--- config.mk ---
export PLATFORM = sky130hd
export DESIGN_NAME = abfm_gain
export DESIGN_NICKNAME = d
export VERILOG_FILES = /design/src/rtl/abfm_pkg.sv /design/src/rtl/abfm_gain.sv
export SDC_FILE = /design/constraint.sdc
export NUM_CORES = 1
export LEC_CHECK = 0
export ABC_AREA = 1
export BUFFER_PORTS_ARGS = -buffer_cell sky130_fd_sc_hd__buf_2
export CAP_MARGIN = 5
export CORE_UTILIZATION = 65
export DETAILED_ROUTE_END_ITERATION = 8
export GPL_ROUTABILITY_DRIVEN = 0
export GPL_TIMING_DRIVEN = 0
export PLACE_DENSITY = 0.89
export SYNTH_ARGS = -nofsm -noshare
export SYNTH_HDL_FRONTEND = slang
export SYNTH_SLANG_ARGS = --single-unit
--- constraint.sdc ---
create_clock -name i_clk -period 6.94 [get_ports i_clk]
set_input_delay 1.041 -clock i_clk [delete_from_list [all_inputs] [get_ports i_clk]]
set_output_delay 1.041 -clock i_clk [all_outputs]
set_load 0.005 [all_outputs]
--- src/rtl/abfm_pkg.sv ---
// ---------------------------------------------------------------------------
// abfm_pkg
// shared constants, transaction types and helpers for the audio bridge fifo
// ---------------------------------------------------------------------------
package abfm_pkg;

    localparam int FIFO_DEPTH  = 8192;
    localparam int SAMPLE_BITS = 24;
    localparam int COUNT_BITS  = 32;
    localparam int ADDR_BITS   = $clog2(FIFO_DEPTH);
    localparam int PTR_BITS    = ADDR_BITS + 1;
    localparam int GAIN_BITS   = 16;
    localparam int GAIN_FRAC   = 12;
    localparam int PROD_BITS   = SAMPLE_BITS + GAIN_BITS + 1;
    localparam int QUOT_BITS   = PROD_BITS - GAIN_FRAC;
    localparam int PADDR_BITS  = 3;
    localparam int PDATA_BITS  = 32;

    localparam logic [GAIN_BITS-1:0] GAIN_RESET = GAIN_BITS'(4096);

    localparam logic OP_PUSH = 1'b0;
    localparam logic OP_POP  = 1'b1;

    localparam logic [PADDR_BITS-3:0] REG_IDX_GAIN = '0;

    typedef enum logic [1:0] {
        ST_IDLE,
        ST_READ,
        ST_ROUND,
        ST_DONE
    } t_state;

    typedef struct packed {
        logic                          op;
        logic signed [SAMPLE_BITS-1:0] in_sample;
        logic                          block_last;
        logic                          driver_status;
    } t_in_item;

    typedef struct packed {
        logic signed [SAMPLE_BITS-1:0] out_sample;
        logic                          accepted;
        logic [PTR_BITS-1:0]           fill_level;
        logic [SAMPLE_BITS-1:0]        peak_level;
        logic [COUNT_BITS-1:0]         overrun_total;
        logic [COUNT_BITS-1:0]         underrun_total;
        logic [COUNT_BITS-1:0]         capture_blocks;
        logic [COUNT_BITS-1:0]         playback_blocks;
    } t_out_item;

    // one accepted transaction as seen by the meters
    typedef struct packed {
        logic                          valid;
        logic                          pop;
        logic                          last;
        logic                          status;
        logic                          miss;
        logic signed [SAMPLE_BITS-1:0] sample;
    } t_meter_ev;

    typedef struct packed {
        logic [SAMPLE_BITS-1:0] peak;
        logic [COUNT_BITS-1:0]  overrun;
        logic [COUNT_BITS-1:0]  underrun;
        logic [COUNT_BITS-1:0]  capture;
        logic [COUNT_BITS-1:0]  playback;
    } t_meter_val;

    function automatic logic [COUNT_BITS-1:0] sat_add(
        input logic [COUNT_BITS-1:0] cnt,
        input logic [1:0]            inc
    );
        logic [COUNT_BITS:0] sum;
        sum = {1'b0, cnt} + (COUNT_BITS + 1)'(inc);
        return sum[COUNT_BITS] ? '1 : sum[COUNT_BITS-1:0];
    endfunction

endpackage

--- src/rtl/abfm_gain.sv ---
// ---------------------------------------------------------------------------
// abfm_gain
// q4.12 gain stage: registered product, then round half up and saturate
// ---------------------------------------------------------------------------
module abfm_gain (
    input  logic                                    i_clk,
    input  logic                                    i_load,
    input  logic signed [abfm_pkg::SAMPLE_BITS-1:0] i_sample,
    input  logic [abfm_pkg::GAIN_BITS-1:0]          i_gain,
    output logic signed [abfm_pkg::SAMPLE_BITS-1:0] o_sample
);
    import abfm_pkg::*;

    logic signed [PROD_BITS-1:0] r_prod;
    logic signed [PROD_BITS-1:0] n_prod;
    logic signed [PROD_BITS-1:0] rounded;
    logic signed [QUOT_BITS-1:0] quot;
    logic                        fits;

    assign n_prod = PROD_BITS'(i_sample) * PROD_BITS'($signed({1'b0, i_gain}));

    always_ff @(posedge i_clk) begin
        if (i_load) begin
            r_prod <= n_prod;
        end
    end

    // floor of (p + half) / 2^frac gives ties toward plus infinity
    assign rounded = r_prod + PROD_BITS'(1 << (GAIN_FRAC - 1));
    assign quot    = rounded[PROD_BITS-1:GAIN_FRAC];
    assign fits    = (quot[QUOT_BITS-1:SAMPLE_BITS-1] == '0)
                  || (quot[QUOT_BITS-1:SAMPLE_BITS-1] == '1);

    always_comb begin
        if (fits) begin
            o_sample = quot[SAMPLE_BITS-1:0];
        end else if (quot[QUOT_BITS-1]) begin
            o_sample = {1'b1, {(SAMPLE_BITS - 1){1'b0}}};
        end else begin
            o_sample = {1'b0, {(SAMPLE_BITS - 1){1'b1}}};
        end
    end

endmodule

==> flow_metrics.py <==
metrics = {
    "timing": {
        "slew-limit-headroom_pct": 45.8,
        "finalSetupViolCount": 0,
        "hold_slack_ps": 1340,
        "worst_pin_slew_ps": 813,
        "hold_viol_final": 0,
        "fin_crit_sh_pct": 98.4,
        "drv_slew": 0,
        "finalWorstSetupSlack_ps": 111,
        "fmax_mhz": 146,
        "period_minus_slack_ps": 6830,
        "rsz0062_at_grt": "true",
    },
    "setup_path": {
        "start_kind": "input port",
        "worstPathCellList": "clkbuf_1, clkbuf_2, nand2_1, fa_1, inv_1, fa_1, fa_1, fa_1, fa_1, inv_1, fa_1, inv_1, ha_1, nand2_1, nor2_1, nand2_1, nor3_1, nand4_1, nand4_1, nand2_1",
        "max_stage_delay_ps": 590,
        "endpoint_kind": "flop",
        "worst_ep_arrival_time_ps": 6850,
        "worstPathMaxFanout": 10,
        "crit_top_cell": "fa_1",
        "crit_buf_inv": 5,
        "cp_num_cells": 20,
        "cp.required_ps": 6960,
        "path_class": "in2reg",
        "crit_slowest_cell": "fa_1",
        "cpLargestDelayFamily": "adder cells",
    },
    "drt": {
        "drt-total-wl_mm": 47.8,
        "ant_nets": 0,
        "detail_route.wl_per_cell_um": 18.2,
        "drtIter0Drc": 1665,
        "viasPerCell": 5.68,
        "dr.pass1.iters": 6,
        "via_count": 14900,
        "post-route-drc-count": 0,
    },
    "yosys": {
        "synth_area_um2": 16900,
        "synth-async-reset-ratio_pct": 0,
        "yosys_warnings": 0,
        "yosysMostFrequentCell": "inv_1",
        "synth-edff-count": 30,
        "netlist_top_cells_count": "inv_1 (674), nand2_1 (640), fa_1 (375), nor2_1 (109), ha_1 (100)",
        "ys_seq_elements": 30,
        "synth.area.top_cells": "fa_1 (44%), inv_1 (15%), nand2_1 (14%), ha_1 (7.4%), edfxtp_1 (5.3%)",
        "syn_avg_cell_area_um2": 7.53,
        "yosys.area.top_type": "fa_1",
        "synth_top_area_share_pct": 44.4,
        "synthDistinctLibCells": 33,
        "yosysSeqAreaShare_pct": 5.33,
        "syn_nets": 2763,
        "ys.flop_type": "edfxtp_1",
        "syn_inst": 2246,
    },
    "clocking": {
        "clk_pin_slew_ps": 50,
        "cts_tree": "built",
        "cts_root_buf": "clkbuf_16",
        "h-tree-depth": 2,
        "clk_path_buf_depth": 2,
        "cts_buffers": 5,
        "cts_num_sinks": 30,
    },
    "finish": {
        "syn_to_final_growth_pct": 5.23,
        "regMostFlops": "r_prod",
        "drive_gt1_share_pct": 6.14,
        "nFillCells": 1840,
        "final_nets": 2813,
        "largest_reg_flops": 30,
        "reg.largest.list": "r_prod: 30 flops",
    },
    "die": {
        "die_w_um": 163,
        "core-area_um2": 25300,
        "io_pins": 66,
        "dieArea_um2": 26700,
        "row_count": 58,
        "start_util_pct": 66.7,
        "die_h_um": 163,
    },
    "hold_path": {
        "min_path_cells": 1,
        "min_path_type": "in2reg",
    },
    "place": {
        "portBuffers": 43,
        "post-place-ws_ps": -496,
        "dpl.hpwl_mm": 40.8,
    },
    "grt": {
        "grt_max_degree": 31,
        "grt_overflow_total": 0,
        "grt_pass1_wl_mm": 77.1,
        "antenna_found_initial": 1,
        "track_usage_pct": 38.2,
        "grt_pass1_vias": 15800,
    },
    "run_status": {
        "run_status": "complete, no violations",
    },
    "flow_run": {
        "drv_cap": 0,
    },
}
[cells by family (layout without fill, tap and decap cells)]
kind of cell	after synthesis	count (layout)	share of synthesized area (%)
DFF	30	30	5.33
buffers and inverters	756	807	17.0
xor gates and xnor gates	45	45	2.33
AOI/OAI and AO/OA	82	82	2.68
other	0	2	0
and+or+nand+nor	858	858	20.8
adders and majority gates	475	475	51.8
[cell usage in the layout (no fill, tap or decap), drive strengths merged, types with 6 or more instances in the layout]
master  count
a21oi      41
inv       674
nand2     651
nand4      10
edfxtp     30
nand3      49
nor2      123
xnor2      14
o21bai      6
fa        375
buf        54
o21ai      23
clkbuf     76
xor2       31
ha        100
nor3       18
[timing repair]
action / 4_1_cts / 5_1_grt
cloned: 0 / 0
hold endpoints to repair: 0 / 0
hold buffers: 0 / 0
buffers inserted: 0 / 2
pin swaps: 0 / 1
resized for setup: 4 / 125
setup endpoints to repair: 9 / 24
[final timing paths]
kind	from	end	slack, ps
worst max-delay path	i_sample[15]	r_prod[37]	110
worst min-delay path	i_load	r_prod[12]	1340
[area by class of cell]
cell class	count	area, um2	area share (%)
clock buffer	5	125	0.703
inverter	674	2530	14.2
timing repair buffer	45	233	1.31
antenna	2	5.00	0.0281
sequential	30	901	5.06
multi-input combinational	1460	13100	73.8
clock inverter	3	16.3	0.0914
tap	330	413	2.32
buffer	80	430	2.42
[through the flow]
stage	std cells	setup TNS, ps	utilization [%]	instance area [um2]
2_1_floorplan	2246	0	-	16900
6_report	2629	0	70.2	17800
3_3_place_gp	2619	-2850	69.2	17500
5_1_grt	2627	-36.0	70.2	17800
3_5_place_dp	2619	-5460	69.2	17500
4_1_cts	2626	0	69.8	17700
[routing by layer]
| layer | vias to the layer above | GRT usage, % | routed length, um |
|---|---|---|---|
| met4 | 2 | 24.7 | 3770 |
| li1 | 6429 | - | - |
| met3 | 309 | 10.9 | 6330 |
| met1 | 7066 | 44.9 | 15700 |
| met2 | 1114 | 61.2 | 22000 |
| met5 | - | 0 | 16 |
Power is left out: the tool's default activity adds up to more than one toggle a clock period on the data nets, which glitch-free logic cannot reach.
