==> src/rtl/abfm_ram.sv <==
// ---------------------------------------------------------------------------
// abfm_ram
// simple dual port ram, one write and one registered read port
// ---------------------------------------------------------------------------
module abfm_ram #(
    parameter int DEPTH = 2,
    parameter int WIDTH = 8,
    localparam int AW = $clog2(DEPTH)
) (
    input  logic             i_clk,
    input  logic             i_wr_en,
    input  logic [AW-1:0]    i_wr_addr,
    input  logic [WIDTH-1:0] i_wr_data,
    input  logic             i_rd_en,
    input  logic [AW-1:0]    i_rd_addr,
    output logic [WIDTH-1:0] o_rd_data
);

    logic [WIDTH-1:0] r_mem [DEPTH];
    logic [WIDTH-1:0] r_rd_data;

    always_ff @(posedge i_clk) begin
        if (i_wr_en) begin
            r_mem[i_wr_addr] <= i_wr_data;
        end
    end

    always_ff @(posedge i_clk) begin
        if (i_rd_en) begin
            r_rd_data <= r_mem[i_rd_addr];
        end
    end

    assign o_rd_data = r_rd_data;

endmodule

==> config.mk <==
export PLATFORM = sky130hd
export DESIGN_NAME = abfm_ram
export DESIGN_NICKNAME = d
export VERILOG_FILES = /design/src/rtl/abfm_ram.sv
export SDC_FILE = /design/constraint.sdc
export NUM_CORES = 1
export LEC_CHECK = 0
export ABC_AREA = 1
export ABC_CLOCK_PERIOD_IN_PS = 900
export BUFFER_PORTS_ARGS = -buffer_cell sky130_fd_sc_hd__buf_4
export CAP_MARGIN = 20
export CORE_MARGIN = 2
export CORE_UTILIZATION = 40
export DETAILED_ROUTE_END_ITERATION = 10
export HOLD_SLACK_MARGIN = 0.12
export MAX_ROUTING_LAYER = met4
export PLACE_DENSITY = 0.7
export SYNTH_ARGS = -nofsm -noshare
export SYNTH_HDL_FRONTEND = slang
export SYNTH_SLANG_ARGS = --single-unit
==> constraint.sdc <==
create_clock -name i_clk -period 0.9 [get_ports i_clk]
set_clock_uncertainty 0.05 [all_clocks]
set_input_delay 0.09 -clock i_clk [delete_from_list [all_inputs] [get_ports i_clk]]
set_output_delay 0.09 -clock i_clk [all_outputs]
set_load 0.02 [all_outputs]
==> results of run 1 <==
## layout make-up
class / count / area [sq um] / area share
sequential: 24 / 721 / 0.617
clock buffer: 3 / 22.5 / 0.0193
tap: 27 / 33.8 / 0.0289
inverter: 3 / 11.3 / 0.00965
timing repair buffer: 30 / 278 / 0.238
multi-input combinational: 26 / 97.6 / 0.0836
clock inverter: 1 / 3.75 / 0.00322
## where the power goes
group          internal, mW  switching [mW]
clock                 0.162           0.286
sequential             1.32          0.0235
combinational         0.123           0.106
total                  1.60           0.416
## metrics by stage
step | setup WS [ps] | util | hold slack [ps]
2_1_floorplan | 0.0986 | - | 139
3_3_place_gp | 75.7 | 0.515 | 226
3_5_place_dp | 41.8 | 0.515 | 228
4_1_cts | -103 | 0.581 | 82.4
5_1_grt | -141 | 0.589 | 79.1
6_report | -91.3 | 0.589 | 86.3
## repair_timing
item,in CTS,in global routing
hold endpoints to repair,32,6
setup endpoints to repair,8,8
resized for setup,4,4
## worst min-delay path by stage
stage / from / depth (start not counted) / slack [ps] / to
3_3_place_gp: i_wr_data[5] / 1 / 230 / r_mem[1][5]
6_report: i_rd_addr / 3 / 90 / o_rd_data[2]
4_1_cts: i_rd_addr / 3 / 80 / o_rd_data[2]
3_5_place_dp: i_wr_data[5] / 1 / 230 / r_mem[0][5]
5_1_grt: i_rd_addr / 3 / 80 / o_rd_data[4]
2_1_floorplan: i_wr_data[0] / 0 / 140 / r_mem[0][0]
## Yosys cell counts
cell	n	area [sq um]
nor2_1	1	3.75
edfxtp_1	24	721
inv_1	2	7.51
buf_6	1	11.3
nand2_1	25	93.8
inv_2	1	3.75
## routing by layer
layer	vias up	global-route usage
li1	249	-
met1	215	0.136
met2	17	0.204
met3	2	0.0273
met4	0	0.0694
met5	-	-
## registers in the layout, summed over array words and instances (netlist names)
signal     cells
o_rd_data      8
r_mem         16
## kinds of logic (layout without fill, tap and decap cells)
kind of cell	Yosys count	after routing	share of synthesized area
buffers and inverters	4	37	0.0268
DFF	24	24	0.857
and+or+nand+nor	26	26	0.116
==> flow_summary.yaml, run 1 <==
outcome:
  outcome: "finished with violations"
  failed_checks: "negative setup slack"
logic_synthesis:
  synth_nets: 67
  synthCells: 54
  ys_warn_count: 0
  ys_ff_latch: 24
  yosysUniqueCellTypes: 6
  synth_seq_area_share: 0.857
  syn_area_per_cell_sq_um: 15.6
  synth.cell_area_sq_um: 841
route:
  vias_per_cell: 4.24
  drc: 0
  first_pass_iters: 3
  routed-wl-met3_um: 54
  met2_length_um: 620
  num_vias: 483
  drt_iter0_drc: 12
  dr.max_layer_used: "met4"
  drt-total-wl_um: 1220
  ant_nets: 0
  wl_per_cell_um: 10.7
  wl_met1_um: 528
power:
  finalPower_mw: 2.02
  power.density_mw_per_mm2: 1730
  leakagePower_nw: 0.486
  ir_worst_vdd_mv: 0.953
sta:
  fin_crit_ps: 991
  hold_viol: 0
  slew_headroom: 0.791
  slew_viol_final: 0
  setup_viol: 8
  rsz0062_at_grt: "true"
  max_clock_freq_ghz: 1.01
  finalCritPeriodShare: 1.10
  max_slew.worst_pin.slew_ps: 312
  tns_ps: -627
  fin_ws_ps: -91.3
floorplanning:
  io_pins: 21
  fp.dieW_um: 49.8
  dieHeight_um: 49.8
  initial_core_util: 0.424
  rows: 16
  coreArea_sq_mm: 0.00198
  die_area_sq_mm: 0.00248
clock_tree:
  cts-root-buf: "clkbuf_4"
  cts_sinks: 24
  clock_latency_ps: 300
  clk_pin_slew_worst_paths_ps: 120
  htreeDepth: 1
  ctsHoldBuffers: 9
  tritoncts: "yes"
  cts_buffers: 3
  cts_post_setup_buffers_inserted: 0
  clock_path_buffers: 2
global_route:
  globalRouteOverflowTotal: 0
  track_usage: 0.123
  grt_pass1_wl_um: 2100
  grt_max_degree: 14
  grt_pass1_vias: 488
  antenna_found_initial: 0
worst_setup_path:
  rrSetupSlack_ps: 100
  critPathArrivalTime_ps: 850
  cpLargestDelayFamily: "flip-flops"
  rr_startpoint: "r_mem[1][5]"
  r2r-end: "o_rd_data[5]"
  slowest_stage: "edfxtp_1"
  critical_path.endpoint: "o_rd_data[4]"
  worstSetupStartpointType: "flop"
  worstSetupEndpointType: "primary output"
  critPathLaunch: "o_rd_data[4]"
  path_cells: "buf_6"
  crit_required_ps: 760
  ff2ff_path_depth: 2
  critPathBufInv: 1
  critPathMaxFanout: 1
  cp_slowest_stage_delay_ps: 410
  critPathKind: "reg2out"
  cp.depth: 1
placed_design:
  port_buffers: 20
  place_inst: 101
  hpwlAfterDp_um: 812
  dpl-instance-area_sq_mm: 0.00102
  place_congestion: 0.709
cells_and_area:
  final_area_sq_mm: 0.00117
  antenna_cells: 0
  final_cell_mix: "nand2_1 (25), edfxtp_1 (24), buf_4 (13)"
  drive_gt1_frac: 0.287
  nFillCells: 157
  area_delta_synth_final_pct: 38.8
  layout_commonest_cell: "nand2_1"
  fin_nets: 101
  finalNonFillerCells: 114
run:
  cap_violations: 0
worst_hold_path:
  hp-class: "in2reg"
(Power assumes the default switching activity.)
==> run 2, diff against run 1 <==
--- a/config.mk
+++ b/config.mk
@@ -5,7 +5,6 @@
 export SDC_FILE = /design/constraint.sdc
 export NUM_CORES = 1
 export LEC_CHECK = 0
-export ABC_AREA = 1
 export ABC_CLOCK_PERIOD_IN_PS = 900
 export BUFFER_PORTS_ARGS = -buffer_cell sky130_fd_sc_hd__buf_4
 export CAP_MARGIN = 20
==> run 2 against run 1 <==
- largest cell class unchanged
- final cell count decreased by 14%
- register-to-register slack got worse by 140 ps
- combinational power increased by 15%
- largest power group unchanged
- the flow still finishes with violations (negative setup slack)
- highest routed layer is now met3
- via count decreased by 13%
- global-route usage decreased by 2.5 points
- area after synthesis increased by 2.8%
==> flow_summary.yaml, run 2 <==
clock_tree:
  clock_latency_ps: 290
  clk_pin_slew_worst_paths_ps: 120
  cts_buffers: 3
  clock_path_buffers: 2
  cts-root-buf: "clkbuf_4"
  htreeDepth: 1
  cts_post_setup_buffers_inserted: 0
  tritoncts: "yes"
  cts_sinks: 24
floorplanning:
  io_pins: 21
  dieHeight_um: 50.5
  coreArea_sq_mm: 0.00200
  initial_core_util: 0.432
  rows: 16
  die_area_sq_mm: 0.00255
  fp.dieW_um: 50.5
worst_setup_path:
  critPathBufInv: 1
  critPathKind: "reg2out"
  critPathMaxFanout: 1
  worstSetupEndpointType: "primary output"
  crit_required_ps: 760
  path_cells: "buf_6"
  cp_slowest_stage_delay_ps: 410
  slowest_stage: "edfxtp_1"
  worstSetupStartpointType: "flop"
  critPathArrivalTime_ps: 850
  cpLargestDelayFamily: "flip-flops"
route:
  num_vias: 419
  first_pass_iters: 2
  wl_per_cell_um: 10.9
  vias_per_cell: 4.28
  drc: 0
  drt_iter0_drc: 2
  drt-total-wl_um: 1070
  ant_nets: 0
sta:
  hold_viol: 0
  slew_headroom: 0.904
  setup_viol: 16
  fin_crit_ps: 992
  tns_ps: -876
  rsz0062_at_grt: "true"
  finalCritPeriodShare: 1.10
  fin_ws_ps: -92.3
  max_slew.worst_pin.slew_ps: 144
  slew_viol_final: 0
  max_clock_freq_ghz: 1.01
outcome:
  failed_checks: "negative setup slack"
  outcome: "finished with violations"
cells_and_area:
  fin_nets: 85
  finalNonFillerCells: 98
  regMostFlops: "r_mem"
  largest_register_ffs: 16
  nFillCells: 150
  area_delta_synth_final_pct: 43.7
  drive_gt1_frac: 0.521
  final_cell_mix: "edfxtp_1 (24), buf_4 (16), dlygate4sd3_1 (9)"
  utilization: 0.621
  layout_commonest_cell: "edfxtp_1"
  antenna_cells: 0
logic_synthesis:
  ys_warn_count: 0
  synthMuxAreaShare: 0.139
  synth_top_family_by_area: "multiplexers"
  synthAdderAreaFrac: 0
  synthSimpleGateAreaFrac: 0.0145
  synth_seq_area_share: 0.834
  synth_compound_area_frac: 0
  synth_flop_cell: "edfxtp_1"
  synth_area_leaders: "edfxtp_1 (83%), mux2_4 (14%), buf_6 (1.3%)"
  synth_area_leader_cell: "edfxtp_1"
  synthCells: 35
  ys_ff_latch: 24
  yosys-top-cells-count: "edfxtp_1 (24), mux2_4 (8), and2_1 (1), buf_6 (1), nor2b_1 (1)"
  synth.cell_area_sq_um: 865
  synthXorXnorAreaFrac: 0
  synth_top_area_frac: 0.834
  synth_nets: 48
  yosysUniqueCellTypes: 5
  synth_most_common_cell: "edfxtp_1"
  postSynth.asyncResetShare: 0
  syn_area_per_cell_sq_um: 24.7
  synth_edf_count: 24
global_route:
  globalRouteOverflowTotal: 0
  met1_usage: 0.113
  grt_busiest_layer: "met2"
  antenna_found_initial: 0
  met2_usage: 0.162
  grt_pass1_vias: 410
  grt_max_degree: 15
  track_usage: 0.0980
  grt_use_met3: 0.0357
  grt_pass1_wl_um: 1770
power:
  power.density_mw_per_mm2: 1890
  finalPower_mw: 2.35
  ir_worst_vdd_mv: 1.07
  p_clk_frac: 0.315
  comb_power_share: 0.112
  power.net_switching_mw: 0.410
  seqPwrFrac: 0.573
  internal_power_mw: 1.94
  leakagePower_nw: 0.492
  p_sw_frac: 0.175
run:
  cap_violations: 0
placed_design:
  dp_slack_ps: -31.4
  port_buffers: 20
  place_congestion: 0.683
  place_inst: 85
worst_hold_path:
  hp-class: "in2reg"
[run 2: cell count changes in the layout (fill, tap and decap cells not counted)]
cell,change
inv_1,-2
mux2_4,+8
clkinv_1,-1
nor2b_2,+1
nand2_1,-25
and2_1,+1
nor2_1,-1
inv_2,-1
bufinv_16,+1
buf_4,+3
[run 2: worst paths after layout]
path	from	to	slack [ps]	cells past startpoint
max reg2reg	r_mem[1][3]	o_rd_data[3]	-40	1
min reg2reg	r_mem[0][1]	o_rd_data[1]	500	1
min	i_wr_addr	r_mem[0][6]	160	3
max	o_rd_data[6]	o_rd_data[6]	-90	1
[run 2: metal layers]
metal | wire (um) | part of all wire
met5 | 0 | 0
met3 | 54 | 0.050
met4 | 0 | 0
met2 | 585 | 0.55
met1 | 433 | 0.40
[run 2: kinds of logic (layout without fill, tap and decap cells)]
| group | Yosys count | count (layout) |
|---|---|---|
| AND/OR/NAND/NOR | 2 | 2 |
| flip-flops | 24 | 24 |
| buffers and inverters | 1 | 37 |
| multiplexers | 8 | 8 |
[run 2: final cells by class]
cell class	instances	area (sq um)	share of cell area
Sequential cell	24	721	0.580
Clock buffer	3	22.5	0.0181
Tap cell	27	33.8	0.0272
Multi-Input combinational cell	10	135	0.109
Clock inverter	1	30.0	0.0242
Timing Repair Buffer	33	300	0.242
[run 2: repair_timing]
item,in CTS,in global routing
resized for setup,8,0
hold buffers,9,0
endpoints found under the setup margin,16,16
hold endpoints to repair,24,0
pin swaps,0,0
[run 2: stage by stage]
| step | instance area (sq um) | hold WS, ps |
|---|---|---|
| final | 1240 | 163 |
| after global routing | 1240 | 154 |
| after CTS | 1240 | 153 |
| after detailed placement | 1070 | 230 |
| after global placement | 1070 | 226 |
| after floorplan | 867 | 139 |
[run 2: power groups by stage]
stage	sequential, mW	combinational (mW)	clock [mW]
after global routing	1.35	0.283	0.796
after floorplan	1.40	0.0772	0
after global placement	1.36	0.215	0
after CTS	1.34	0.266	0.762
after detailed placement	1.36	0.219	0
final	1.34	0.263	0.739
