==> config.mk <==
export PLATFORM = sky130hd
export DESIGN_NAME = abfm_meters
export DESIGN_NICKNAME = d
export VERILOG_FILES = /design/src/rtl/abfm_pkg.sv /design/src/rtl/abfm_meters.sv
export SDC_FILE = /design/constraint.sdc
export NUM_CORES = 1
export LEC_CHECK = 0
export BUFFER_PORTS_ARGS = -buffer_cell sky130_fd_sc_hd__buf_2
export CORE_UTILIZATION = 30
export DETAILED_ROUTE_END_ITERATION = 8
export SLEW_MARGIN = 10
export SYNTH_ARGS = -nofsm -noshare
export SYNTH_HDL_FRONTEND = slang
export SYNTH_SLANG_ARGS = --single-unit
==> constraint.sdc <==
create_clock -name i_clk -period 3.3 [get_ports i_clk]
set_input_delay 0 -clock i_clk [delete_from_list [all_inputs] [get_ports i_clk]]
set_output_delay 0 -clock i_clk [all_outputs]
set_load 0.03 [all_outputs]
==> src/rtl/abfm_pkg.sv <==
// ---------------------------------------------------------------------------
// abfm_pkg
// shared constants, transaction types and helpers for the audio bridge fifo
// ---------------------------------------------------------------------------
package abfm_pkg;

    localparam int FIFO_DEPTH  = 8192;
    localparam int SAMPLE_BITS = 24;
    localparam int COUNT_BITS  = 32;
    localparam int ADDR_BITS   = $clog2(FIFO_DEPTH);
    localparam int PTR_BITS    = ADDR_BITS + 1;
    localparam int GAIN_BITS   = 16;
    localparam int GAIN_FRAC   = 12;
    localparam int PROD_BITS   = SAMPLE_BITS + GAIN_BITS + 1;
    localparam int QUOT_BITS   = PROD_BITS - GAIN_FRAC;
    localparam int PADDR_BITS  = 3;
    localparam int PDATA_BITS  = 32;

    localparam logic [GAIN_BITS-1:0] GAIN_RESET = GAIN_BITS'(4096);

    localparam logic OP_PUSH = 1'b0;
    localparam logic OP_POP  = 1'b1;

    localparam logic [PADDR_BITS-3:0] REG_IDX_GAIN = '0;

    typedef enum logic [1:0] {
        ST_IDLE,
        ST_READ,
        ST_ROUND,
        ST_DONE
    } t_state;

    typedef struct packed {
        logic                          op;
        logic signed [SAMPLE_BITS-1:0] in_sample;
        logic                          block_last;
        logic                          driver_status;
    } t_in_item;

    typedef struct packed {
        logic signed [SAMPLE_BITS-1:0] out_sample;
        logic                          accepted;
        logic [PTR_BITS-1:0]           fill_level;
        logic [SAMPLE_BITS-1:0]        peak_level;
        logic [COUNT_BITS-1:0]         overrun_total;
        logic [COUNT_BITS-1:0]         underrun_total;
        logic [COUNT_BITS-1:0]         capture_blocks;
        logic [COUNT_BITS-1:0]         playback_blocks;
    } t_out_item;

    // one accepted transaction as seen by the meters
    typedef struct packed {
        logic                          valid;
        logic                          pop;
        logic                          last;
        logic                          status;
        logic                          miss;
        logic signed [SAMPLE_BITS-1:0] sample;
    } t_meter_ev;

    typedef struct packed {
        logic [SAMPLE_BITS-1:0] peak;
        logic [COUNT_BITS-1:0]  overrun;
        logic [COUNT_BITS-1:0]  underrun;
        logic [COUNT_BITS-1:0]  capture;
        logic [COUNT_BITS-1:0]  playback;
    } t_meter_val;

    function automatic logic [COUNT_BITS-1:0] sat_add(
        input logic [COUNT_BITS-1:0] cnt,
        input logic [1:0]            inc
    );
        logic [COUNT_BITS:0] sum;
        sum = {1'b0, cnt} + (COUNT_BITS + 1)'(inc);
        return sum[COUNT_BITS] ? '1 : sum[COUNT_BITS-1:0];
    endfunction

endpackage

==> src/rtl/abfm_meters.sv <==
// ---------------------------------------------------------------------------
// abfm_meters
// capture peak tracking, block flags and saturating event counters
// ---------------------------------------------------------------------------
module abfm_meters (
    input  logic                   i_clk,
    input  logic                   i_rst_n,
    input  abfm_pkg::t_meter_ev    i_ev,
    output abfm_pkg::t_meter_val   o_val
);
    import abfm_pkg::*;

    logic [SAMPLE_BITS-1:0] r_run_peak, n_run_peak;
    logic [SAMPLE_BITS-1:0] r_peak,     n_peak;
    logic                   r_lost,     n_lost;
    logic                   r_short,    n_short;
    logic [COUNT_BITS-1:0]  r_over,     n_over;
    logic [COUNT_BITS-1:0]  r_under,    n_under;
    logic [COUNT_BITS-1:0]  r_cap,      n_cap;
    logic [COUNT_BITS-1:0]  r_play,     n_play;

    logic [SAMPLE_BITS-1:0] mag;
    logic [SAMPLE_BITS-1:0] peak_now;
    logic                   lost_now;
    logic                   short_now;
    logic [1:0]             under_inc;

    // most negative sample wraps to 2^(n-1), which is its exact magnitude
    assign mag = i_ev.sample[SAMPLE_BITS-1]
               ? SAMPLE_BITS'(~i_ev.sample) + SAMPLE_BITS'(1)
               : SAMPLE_BITS'(i_ev.sample);
    assign peak_now  = (mag > r_run_peak) ? mag : r_run_peak;
    assign lost_now  = r_lost | i_ev.miss;
    assign short_now = r_short | i_ev.miss;

    always_comb begin
        n_run_peak = r_run_peak;
        n_peak     = r_peak;
        n_lost     = r_lost;
        n_short    = r_short;
        n_over     = r_over;
        n_cap      = r_cap;
        n_play     = r_play;
        under_inc  = 2'd0;
        if (i_ev.valid && !i_ev.pop) begin
            if (i_ev.last) begin
                n_peak     = peak_now;
                n_run_peak = '0;
                n_lost     = 1'b0;
                n_over     = sat_add(r_over, {1'b0, lost_now});
                n_cap      = sat_add(r_cap, 2'd1);
                under_inc  = {1'b0, i_ev.status};
            end else begin
                n_run_peak = peak_now;
                n_lost     = lost_now;
            end
        end else if (i_ev.valid && i_ev.pop) begin
            if (i_ev.last) begin
                n_short   = 1'b0;
                n_play    = sat_add(r_play, 2'd1);
                under_inc = {1'b0, i_ev.status} + {1'b0, short_now};
            end else begin
                n_short = short_now;
            end
        end
        n_under = sat_add(r_under, under_inc);
    end

    always_ff @(posedge i_clk) begin
        if (!i_rst_n) begin
            r_run_peak <= '0;
            r_peak     <= '0;
            r_lost     <= 1'b0;
            r_short    <= 1'b0;
            r_over     <= '0;
            r_under    <= '0;
            r_cap      <= '0;
            r_play     <= '0;
        end else begin
            r_run_peak <= n_run_peak;
            r_peak     <= n_peak;
            r_lost     <= n_lost;
            r_short    <= n_short;
            r_over     <= n_over;
            r_under    <= n_under;
            r_cap      <= n_cap;
            r_play     <= n_play;
        end
    end

    assign o_val.peak     = r_peak;
    assign o_val.overrun  = r_over;
    assign o_val.underrun = r_under;
    assign o_val.capture  = r_cap;
    assign o_val.playback = r_play;

endmodule

==> flow_summary_export.csv, run 1 <==
group,metric,value,unit
yosys,yosys_warnings,0,
cells_and_area,seq_area,3560,um^2
power_and_ir_drop,finalPower,4.86,mW
worst_setup_path,r2r_end,"r_under[0]$_SDFF_PN0_",
sta,timing.hold.ws,55.6,ps
yosys,syn_area,9100,um^2
sta,slew_viol_final,0,
floorplanning,dieArea,31000,um^2
sta,post-route-period-util,93.7,%
floorplanning,die-width,176,um
detailed_routing,drc,0,
cts,htreeDepth,4,
yosys,synth_edf_count,0,
cells_and_area,area_growth,25.1,%
yosys,synth.avg_cell_area,8.49,um^2
detailed_routing,wire_per_inst,15.3,um
cts,cts_buffers,17,
cells_and_area,final_cells,1685,
worst_setup_path,r2r_slack,260,ps
worst_setup_path,cp-end-kind,"register",
grt,grtUsageTotal,16.7,%
sta,rsz0062_at_grt,"false",
sta,fin_crit,3090,ps
floorplanning,die_y,176,um
worst_setup_path,critPathKind,"primary input to register",
detailed_routing,viasPerCell,5.11,
place,port_buffers,182,
worst_setup_path,worstPathArrival,3460,ps
detailed_routing,drt_wl_total,25700,um
cells_and_area,fin_nets,1346,
yosys,synth_seq_cells,178,
yosys,ys_types,69,
power_and_ir_drop,p_per_area,426,nW/um^2
floorplanning,io_pins,183,
yosys,yosysSeqAreaShare,39.2,%
sta,slew_headroom,43.1,%
power_and_ir_drop,leakagePower,4.50,nW
cells_and_area,n_fill_cell,3058,
yosys,synth_xor_area_share,10.6,%
flow_run,maxCapViolations,0,
cells_and_area,final_util,38.3,%
floorplanning,core,29700,um^2
sta,worstMarginPinSlew,854,ps
worst_setup_path,reg2reg_depth,11,
cts,clock-sinks,178,
sta,fmax,324,MHz
yosys,synthAdderAreaFrac,4.62,%
place,globalplace.congestion,0.808,
floorplanning,start_util,30.6,%
cts,cts_tree,"done",
yosys,syn_nets,1136,
place,dpl.hpwl,18400,um
cells_and_area,multi_input_area,5060,um^2
cells_and_area,design_area,11400,um^2
place,post-place-cells,1643,
worst_setup_path,startpoint_type,"primary input",
place,postPlaceCellArea,10700,um^2
yosys,yosysTopAreaCellShare,39.2,%
worst_setup_path,timing.critical_path.from,"i_ev[8]",
yosys,netlist_instances,1072,
cts,clk_pin_slew,70,ps
grt,antenna_found_initial,3,
worst_setup_path,worstPathRequired,3660,ps
grt,grt_max_degree,79,
detailed_routing,drt_iter0_drc,436,
cts,clockBufferDepth,2,
grt,grt_pass1_wl,41600,um
grt,grt_pass1_vias,8100,
power_and_ir_drop,vdd_drop_max,0.000312,V
yosys,synthMuxAreaShare,0.330,%
detailed_routing,vias,8618,
sta,clock_skew,10.4,ps
detailed_routing,first_pass_iters,4,
yosys,synth_compound_area_share,16.9,%
min_path,hp-class,"primary input to register",
cells_and_area,layout-drive-gt1-share,23.0,%
worst_setup_path,cp_max_fo,7,
cts,clk_latency,440,ps
yosys,yosys.area_share.simple,23.1,%
yosys,synth_top_family_by_area,"simple AND/OR/NAND/NOR gates",
sta,setup_violations,0,
grt,grt_overflow_total,0,
yosys,async_reset_ff_share,0,%
worst_setup_path,critPathCapture,"r_run_peak[22]$_SDFFE_PN0P_",
yosys,yosysTopAreaCell,"dfxtp_1",
yosys,ys_top_cells_by_area,"dfxtp_1 39%, a21oi_1 6.1%, xnor2_1 5.7%, nand3_1 5.1%, xor2_1 4.9%",
floorplanning,rows,63,
detailed_routing,drtAntennaViolNets,0,
cts,clock-root-buffer,"clkbuf_16",
outcome,outcome,"finished clean",
sta,final_hold_viol_count,0,
worst_setup_path,rr_startpoint,"r_short$_SDFFE_PN0P_",
yosys,synth_ff_type,"dfxtp_1",
-- area by class of cell --
type | count | area share (%)
timing repair buffer | 249 | 12.9
antenna | 1 | 0.0220
tap | 390 | 4.28
clock inverter | 13 | 1.53
clock buffer | 18 | 3.86
sequential | 178 | 31.3
multi-input combinational | 784 | 44.4
inverter | 52 | 1.74
-- layer usage --
metal / wire length [um] / track usage [%] / up-vias
met5: 26 / 0 / -
met1: 12300 / 22.2 / 4033
met2: 11300 / 26.1 / 224
li1: - / - / 4332
met3: 1650 / 4.59 / 25
met4: 405 / 5.07 / 4
-- per-stage QoR --
step / setup TNS, ps / worst slack (ps)
finish: 0 / 209
global route: 0 / 15.9
CTS: 0 / 216
detailed placement: -4790 / -238
global placement: -1760 / -95.5
floorplan: 0 / 224
-- logic make-up (layout without fill, tap and decap cells) --
logic type,count (synthesis),in the layout
buffers and inverters,110,332
multiplexers,3,3
adder cells (fa/ha/maj),33,33
flip-flops,178,178
AO/OA/AOI/OAI,245,245
other,0,1
AND/OR/NAND/NOR,393,393
XOR/XNOR,110,110
-- worst min-delay path by stage --
| stage | startpoint | endpoint | slack [ps] | cells after the start |
|---|---|---|---|---|
| after CTS | i_ev[13] | r_run_peak[13]$_SDFFE_PN0P_ | 30 | 5 |
| after detailed placement | i_ev[0] | r_peak[0]$_SDFFE_PN0P_ | 340 | 3 |
| after global placement | i_ev[0] | r_peak[0]$_SDFFE_PN0P_ | 330 | 3 |
| after global routing | i_ev[13] | r_run_peak[13]$_SDFFE_PN0P_ | 60 | 5 |
| after floorplan | i_ev[0] | r_peak[0]$_SDFFE_PN0P_ | 160 | 2 |
| final | i_ev[10] | r_run_peak[10]$_SDFFE_PN0P_ | 60 | 5 |
-- cells in the mapped netlist (18+ instances only) --
cell and count:
o22ai_1 19, nor3_1 24, nor2_1 44, o21ai_0 27, ha_1 32, nand4_1 30, a31oi_1 18, xnor2_1 59
clkbuf_1 36, inv_1 51, dfxtp_1 178, xor2_1 51, nand2_1 106, nand3_1 93, o311ai_0 19, a21oi_1 111
and3_1 25
-- report_power, final --
part | internal [mW] | total [mW] | switching (mW)
Clock | 1.22 | 2.16 | 0.936
Combinational | 0.194 | 0.502 | 0.307
Sequential | 2.18 | 2.19 | 0.0180
Total | 3.59 | 4.86 | 1.26
-- state kept, by name (all words and copies together), names as in the netlist --
signal / cells
r_cap: 32
r_lost: 1
r_over: 32
r_peak: 24
r_play: 32
r_run_peak: 24
r_short: 1
r_under: 32
-- what timing repair did --
item,CTS,global route
gates resized for setup,0,2
hold buffers,10,0
endpoints found under the hold margin,10,0
setup endpoints to repair,0,3
setup buffers,0,0
-- cells in the final DEF, fill, tap and decap left out, types with 27 or more instances in the layout --
master,count
a21oi_1,111
xnor2_1,59
nand3_1,93
nand2_1,106
o21ai_0,27
xor2_1,51
inv_1,51
nor2_1,43
ha_1,32
buf_2,182
nand4_1,30
dfxtp_1,178
buf_4,55
-- critical path, cell delays in order --
cell and delay [ps]:
buf_2 110, nor4_1 320, buf_4 190, nand4_1 220, o41ai_1 370, xnor2_1 160
ha_1 330, nand4_1 230, nor4_4 340, o31a_1 220, o31ai_2 100, or3_1 460
buf_4 220, o22ai_1 170
Note: power is estimated with default switching activity, not from simulation.
==> run 2: changes to the inputs <==
--- a/config.mk
+++ b/config.mk
@@ -6,8 +6,9 @@
 export NUM_CORES = 1
 export LEC_CHECK = 0
 export BUFFER_PORTS_ARGS = -buffer_cell sky130_fd_sc_hd__buf_2
-export CORE_UTILIZATION = 30
+export CORE_UTILIZATION = 50
 export DETAILED_ROUTE_END_ITERATION = 8
+export PLACE_DENSITY = 0.77
 export SLEW_MARGIN = 10
 export SYNTH_ARGS = -nofsm -noshare
 export SYNTH_HDL_FRONTEND = slang
==> run 2 against run 1 <==
  * Routed wire length decreased by 9.9%
  * Critical path depth shrank 2
  * Worst setup slack better by 49 ps
  * Hold slack worse by 36 ps
  * Non-clock buffer count decreased by 11
  * Core utilization rose by 25 points
  * Register-to-register slack is essentially flat
  * Die area shrank 40%
  * Sequential power is essentially flat
  * Via count down 0.60%
  * Sequential cell count unchanged
  * Critical endpoint is now r_under[6]$_SDFF_PN0_
  * Largest power group unchanged
==> flow_summary_export.csv, run 2 (same netlist as run 1, synthesis figures left out) <==
group,metric,value,unit
outcome,outcome,"finished clean",
sta,clock_skew,9.97,ps
grt,grt_max_degree,79,
worst_setup_path,worstPathArrival,3390,ps
sta,setup_tns,0,ps
worst_setup_path,worstPathCellList,"or2_2 -> ha_1 -> a22o_1 -> ha_1 -> inv_1 -> fa_1 -> nor3_2 -> nand3_1 -> or3_1 -> buf_12 -> o21a_1 -> nor2_1",
worst_setup_path,cpLargestDelayFamily,"simple AND/OR/NAND/NOR gates",
flow_run,maxCapViolations,0,
cells_and_area,fin_nets,1335,
worst_setup_path,path_depth,12,
worst_setup_path,cp-end-kind,"register",
power_and_ir_drop,vdd_drop_max,0.000374,V
grt,grt_pass1_wl,37500,um
detailed_routing,vias,8566,
worst_setup_path,worstPathRequired,3650,ps
worst_setup_path,cp_common_cell,"ha_1",
cells_and_area,layout_commonest_cell,"buf_2",
detailed_routing,drc,0,
power_and_ir_drop,p_per_area,438,nW/um^2
sta,post-route-period-util,92.2,%
detailed_routing,drt_iter0_drc,489,
worst_setup_path,slowest_stage,"or3_1",
cts,htreeDepth,4,
worst_setup_path,rr_startpoint,"r_short$_SDFFE_PN0P_",
floorplanning,io_pins,183,
cts,clock-sinks,178,
sta,final_hold_viol_count,0,
power_and_ir_drop,finalPower,4.86,mW
place,dpl.hpwl,16300,um
power_and_ir_drop,leakagePower,4.45,nW
worst_setup_path,critPathKind,"register to register",
sta,worstMarginPinSlew,817,ps
floorplanning,start_util,51.9,%
grt,grt_overflow_total,0,
worst_setup_path,critPathCapture,"r_under[6]$_SDFF_PN0_",
worst_setup_path,cpPeakStageDelay,530,ps
detailed_routing,drtAntennaViolNets,0,
sta,setup_violations,0,
cts,clk_pin_slew,70,ps
floorplanning,dieArea,18700,um^2
floorplanning,die-width,137,um
worst_setup_path,cp.buffers_inverters,2,
grt,grtUsageTotal,24.9,%
cells_and_area,n_fill_cell,1542,
place,port_buffers,182,
detailed_routing,wire_per_inst,15.4,um
place,place_ws,-116,ps
cts,post_cts_buffers,0,
cts,clock-root-buffer,"clkbuf_16",
floorplanning,rows,48,
worst_setup_path,startpoint_type,"register",
cts,clk_latency,420,ps
cts,clockBufferDepth,2,
sta,fin_ws,258,ps
sta,fmax,329,MHz
floorplanning,core,17500,um^2
worst_setup_path,timing.critical_path.from,"r_short$_SDFFE_PN0P_",
min_path,hp-class,"primary input to register",
sta,slew_viol_final,0,
grt,antenna_found_initial,1,
sta,slew_headroom,45.6,%
grt,grt_pass1_vias,7800,
cts,cts_tree,"done",
sta,rsz0062_at_grt,"false",
cells_and_area,area_growth,22.1,%
detailed_routing,first_pass_iters,5,
cells_and_area,layout-drive-gt1-share,22.4,%
worst_setup_path,reg2reg_depth,12,
sta,fin_crit,3040,ps
place,globalplace.congestion,0.881,
cts,cts_buffers,17,
floorplanning,die_y,137,um
detailed_routing,viasPerCell,5.67,
cells_and_area,final_cell_mix,"182 x buf_2, 178 x dfxtp_1, 111 x a21oi_1",
worst_setup_path,cp_max_fo,21,
detailed_routing,drt_wl_total,23200,um
worst_setup_path,r2r_end,"r_under[6]$_SDFF_PN0_",
worst_setup_path,r2r_slack,260,ps
==> run 2: area by class of cell <==
class / count / area (um^2) / share of cell area [%]
sequential: 178 / 3560 / 32.1
tap: 225 / 282 / 2.53
antenna: 1 / 2.50 / 0.0225
multi-input combinational: 784 / 5050 / 45.4
clock inverter: 14 / 201 / 1.81
timing repair buffer: 238 / 1380 / 12.4
clock buffer: 18 / 439 / 3.95
inverter: 52 / 198 / 1.78
==> run 2: what timing repair did <==
item,4_1_cts,5_1_grt
gates resized for setup,0,0
endpoints found under the hold margin,8,0
hold buffers,10,0
==> run 2: metal layers <==
metal	part of all wire, %	vias to the layer above	global-route usage, %
li1	-	4284	-
met1	46	3994	32.4
met2	46	259	40.5
met3	6.1	29	5.04
met4	1.4	0	9.34
met5	0	-	0
==> run 2: worst reg2reg max path: stages (launching register included) <==
cell and delay, ps:
dfxtp_1 310, or2_2 290, ha_1 270, a22o_1 130, ha_1 160, inv_1 50
fa_1 440, nor3_2 250, nand3_1 140, or3_1 530, buf_12 230, o21a_1 110
nor2_1 70
==> run 2: worst min-delay path by stage <==
stage | start | end | slack (ps) | depth (start not counted)
finish | i_ev[15] | r_run_peak[15]$_SDFFE_PN0P_ | 20 | 4
global route | i_ev[15] | r_run_peak[15]$_SDFFE_PN0P_ | 40 | 4
CTS | i_ev[15] | r_run_peak[15]$_SDFFE_PN0P_ | 1 | 4
detailed placement | i_ev[0] | r_peak[0]$_SDFFE_PN0P_ | 320 | 3
global placement | i_ev[0] | r_peak[0]$_SDFFE_PN0P_ | 320 | 3
floorplan | i_ev[0] | r_peak[0]$_SDFFE_PN0P_ | 160 | 2
==> run 2: where the power goes <==
part	total, mW	internal, mW	switching (mW)
combinational	0.484	0.185	0.299
sequential	2.20	2.18	0.0189
clock	2.19	1.30	0.883
==> run 2: per-stage QoR <==
stage | hold WS [ps] | std cells | cell area, um^2 | util, %
after floorplan | 155 | 1072 | 9100 | -
after global placement | 318 | 1467 | 10400 | 59.1
after detailed placement | 325 | 1467 | 10400 | 59.1
after CTS | 1.11 | 1509 | 11100 | 63.4
after global routing | 44.9 | 1510 | 11100 | 63.4
final | 19.2 | 1510 | 11100 | 63.4
==> run 3: changes to the inputs <==
--- a/config.mk
+++ b/config.mk
@@ -8,6 +8,7 @@
 export BUFFER_PORTS_ARGS = -buffer_cell sky130_fd_sc_hd__buf_2
 export CORE_UTILIZATION = 50
 export DETAILED_ROUTE_END_ITERATION = 8
+export MAX_ROUTING_LAYER = met4
 export PLACE_DENSITY = 0.77
 export SLEW_MARGIN = 10
 export SYNTH_ARGS = -nofsm -noshare
==> run 3 against run 2 <==
  * Clock power is essentially flat
  * Via count is essentially flat
  * Cell count did not move
  * Hold slack improved by 3.2 ps
  * Critical path depth is the same
==> flow_summary_export.csv, run 3 (same netlist as run 1, synthesis figures left out) <==
group,metric,value,unit
place,dpl.hpwl,16300,um
power_and_ir_drop,vdd_drop_max,0.000375,V
cts,clockBufferDepth,2,
place,post-place-cells,1467,
cts,clk_latency,420,ps
cts,htreeDepth,4,
place,globalplace.congestion,0.895,
cts,post_cts_buffers,0,
power_and_ir_drop,leakagePower,4.45,nW
detailed_routing,drc,0,
detailed_routing,wire_per_inst,15.4,um
detailed_routing,vias,8568,
worst_setup_path,cp_max_fo,21,
cells_and_area,layout_commonest_cell,"buf_2",
power_and_ir_drop,pwr-share-seq,45.1,%
worst_setup_path,worstPathRequired,3650,ps
place,postPlaceCellArea,10400,um^2
power_and_ir_drop,p_sw,1.21,mW
cts,cts_buffers,17,
min_path,hold_path_end,"r_run_peak[15]$_SDFFE_PN0P_",
detailed_routing,viasPerCell,5.67,
worst_setup_path,cp-end-kind,"register",
cells_and_area,n_fill_cell,1542,
cells_and_area,final_util,63.4,%
min_path,hold_depth,4,
sta,post-route-period-util,92.1,%
floorplanning,core,17500,um^2
cts,clock-sinks,178,
floorplanning,start_util,51.9,%
worst_setup_path,worstPathCellList,"or2_2 -> ha_1 -> a22o_1 -> ha_1 -> inv_1 -> fa_1 -> nor3_2 -> nand3_1 -> or3_1 -> buf_12 -> o21a_1 -> nor2_1",
grt,grt_overflow_total,0,
outcome,outcome,"finished clean",
cells_and_area,final_cell_mix,"182 x buf_2, 178 x dfxtp_1, 111 x a21oi_1",
power_and_ir_drop,intPower,3.66,mW
grt,grtUsageTotal,25.6,%
sta,slew_viol_final,0,
worst_setup_path,cpPeakStageDelay,530,ps
sta,rsz0062_at_grt,"false",
grt,grt_max_degree,79,
cts,clk_pin_slew,70,ps
worst_setup_path,r2r_slack,260,ps
cts,ctsHoldBuffers,10,
worst_setup_path,startpoint_type,"register",
worst_setup_path,cp_common_cell,"ha_1",
place,port_buffers,182,
grt,antenna_found_initial,1,
power_and_ir_drop,clkPwrFrac,45.0,%
cts,cts_tree,"done",
grt,grt_pass1_wl,37500,um
sta,fmax,329,MHz
sta,final_hold_viol_count,0,
grt,grt_pass1_vias,7820,
sta,worstMarginPinSlew,805,ps
cells_and_area,fin_nets,1335,
cts,post_cts_resize_count,0,
detailed_routing,drt_wl_total,23200,um
cells_and_area,layout-drive-gt1-share,22.4,%
detailed_routing,drt_iter0_drc,451,
cells_and_area,area_growth,22.1,%
cts,clock-root-buffer,"clkbuf_16",
cells_and_area,seq_area,3560,um^2
floorplanning,io_pins,183,
floorplanning,die_y,137,um
worst_setup_path,rr_startpoint,"r_short$_SDFFE_PN0P_",
cells_and_area,multi_input_area,5050,um^2
floorplanning,dieArea,18700,um^2
worst_setup_path,reg2reg_depth,12,
min_path,hp-class,"primary input to register",
cells_and_area,final_cells,1510,
sta,fin_crit,3040,ps
detailed_routing,drtAntennaViolNets,0,
power_and_ir_drop,power_frac_comb,9.9,%
worst_setup_path,timing.critical_path.from,"r_short$_SDFFE_PN0P_",
worst_setup_path,critPathKind,"register to register",
min_path,min_from,"i_ev[15]",
cells_and_area,design_area,11100,um^2
power_and_ir_drop,p_per_area,438,nW/um^2
floorplanning,die-width,137,um
flow_run,maxCapViolations,0,
sta,slew_headroom,46.3,%
power_and_ir_drop,swShare,24.8,%
sta,setup_violations,0,
worst_setup_path,worstPathArrival,3390,ps
detailed_routing,first_pass_iters,5,
floorplanning,rows,48,
worst_setup_path,r2r_end,"r_under[6]$_SDFF_PN0_",
worst_setup_path,slowest_stage,"or3_1",
sta,clock_skew,12.2,ps
==> run 3: worst max path at each step <==
stage / depth (start not counted) / end / slack (ps)
finish: 12 / r_under[6]$_SDFF_PN0_ / 260
global route: 13 / r_run_peak[18]$_SDFFE_PN0P_ / 30
CTS: 12 / r_under[6]$_SDFF_PN0_ / 250
detailed placement: 13 / r_run_peak[4]$_SDFFE_PN0P_ / -120
global placement: 13 / r_run_peak[2]$_SDFFE_PN0P_ / 30
floorplan: 13 / r_run_peak[17]$_SDFFE_PN0P_ / 220
==> run 3: critical path, delay by kind of cell (launching register included) <==
family | cells | cell delay, ps
AND/OR/NAND/NOR | 5 | 1280
adder cells (fa/ha/maj) | 3 | 860
flip-flops | 1 | 310
buffers and inverters | 2 | 280
AO/OA/AOI/OAI | 2 | 240
==> run 3: per-layer routing <==
layer  up-vias  wire [um]  GRT usage (%)
li1       4287          -              -
met1      4011      10700           32.6
met2       243      10800           40.6
met3        27       1340           4.67
met4         0        354           9.34
met5         -          0              -
==> run 3: stage by stage <==
| step | total power, mW | hold slack (ps) | TNS (ps) | setup slack, ps |
|---|---|---|---|---|
| 2_1_floorplan | 2.54 | 155 | 0 | 224 |
| 3_3_place_gp | 2.70 | 318 | 0 | 34.6 |
| 3_5_place_dp | 2.71 | 325 | -1920 | -116 |
| 4_1_cts | 4.90 | 1.11 | 0 | 252 |
| 5_1_grt | 5.05 | 44.9 | 0 | 27.1 |
| 6_report | 4.87 | 22.4 | 0 | 260 |
==> run 3: area by class of cell <==
| type | count | share of cell area [%] |
|---|---|---|
| Clock buffer | 18 | 3.95 |
| Clock inverter | 14 | 1.81 |
| Inverter | 52 | 1.78 |
| Multi-Input combinational cell | 784 | 45.4 |
| Antenna cell | 1 | 0.0225 |
| Sequential cell | 178 | 32.1 |
| Tap cell | 225 | 2.53 |
| Timing Repair Buffer | 238 | 12.4 |
==> run 3: power by group through the flow <==
stage	sequential, mW	combinational, mW	clock (mW)
floorplan	2.27	0.262	0
global placement	2.24	0.457	0
detailed placement	2.24	0.467	0
CTS	2.19	0.480	2.23
global route	2.20	0.532	2.32
finish	2.20	0.483	2.19
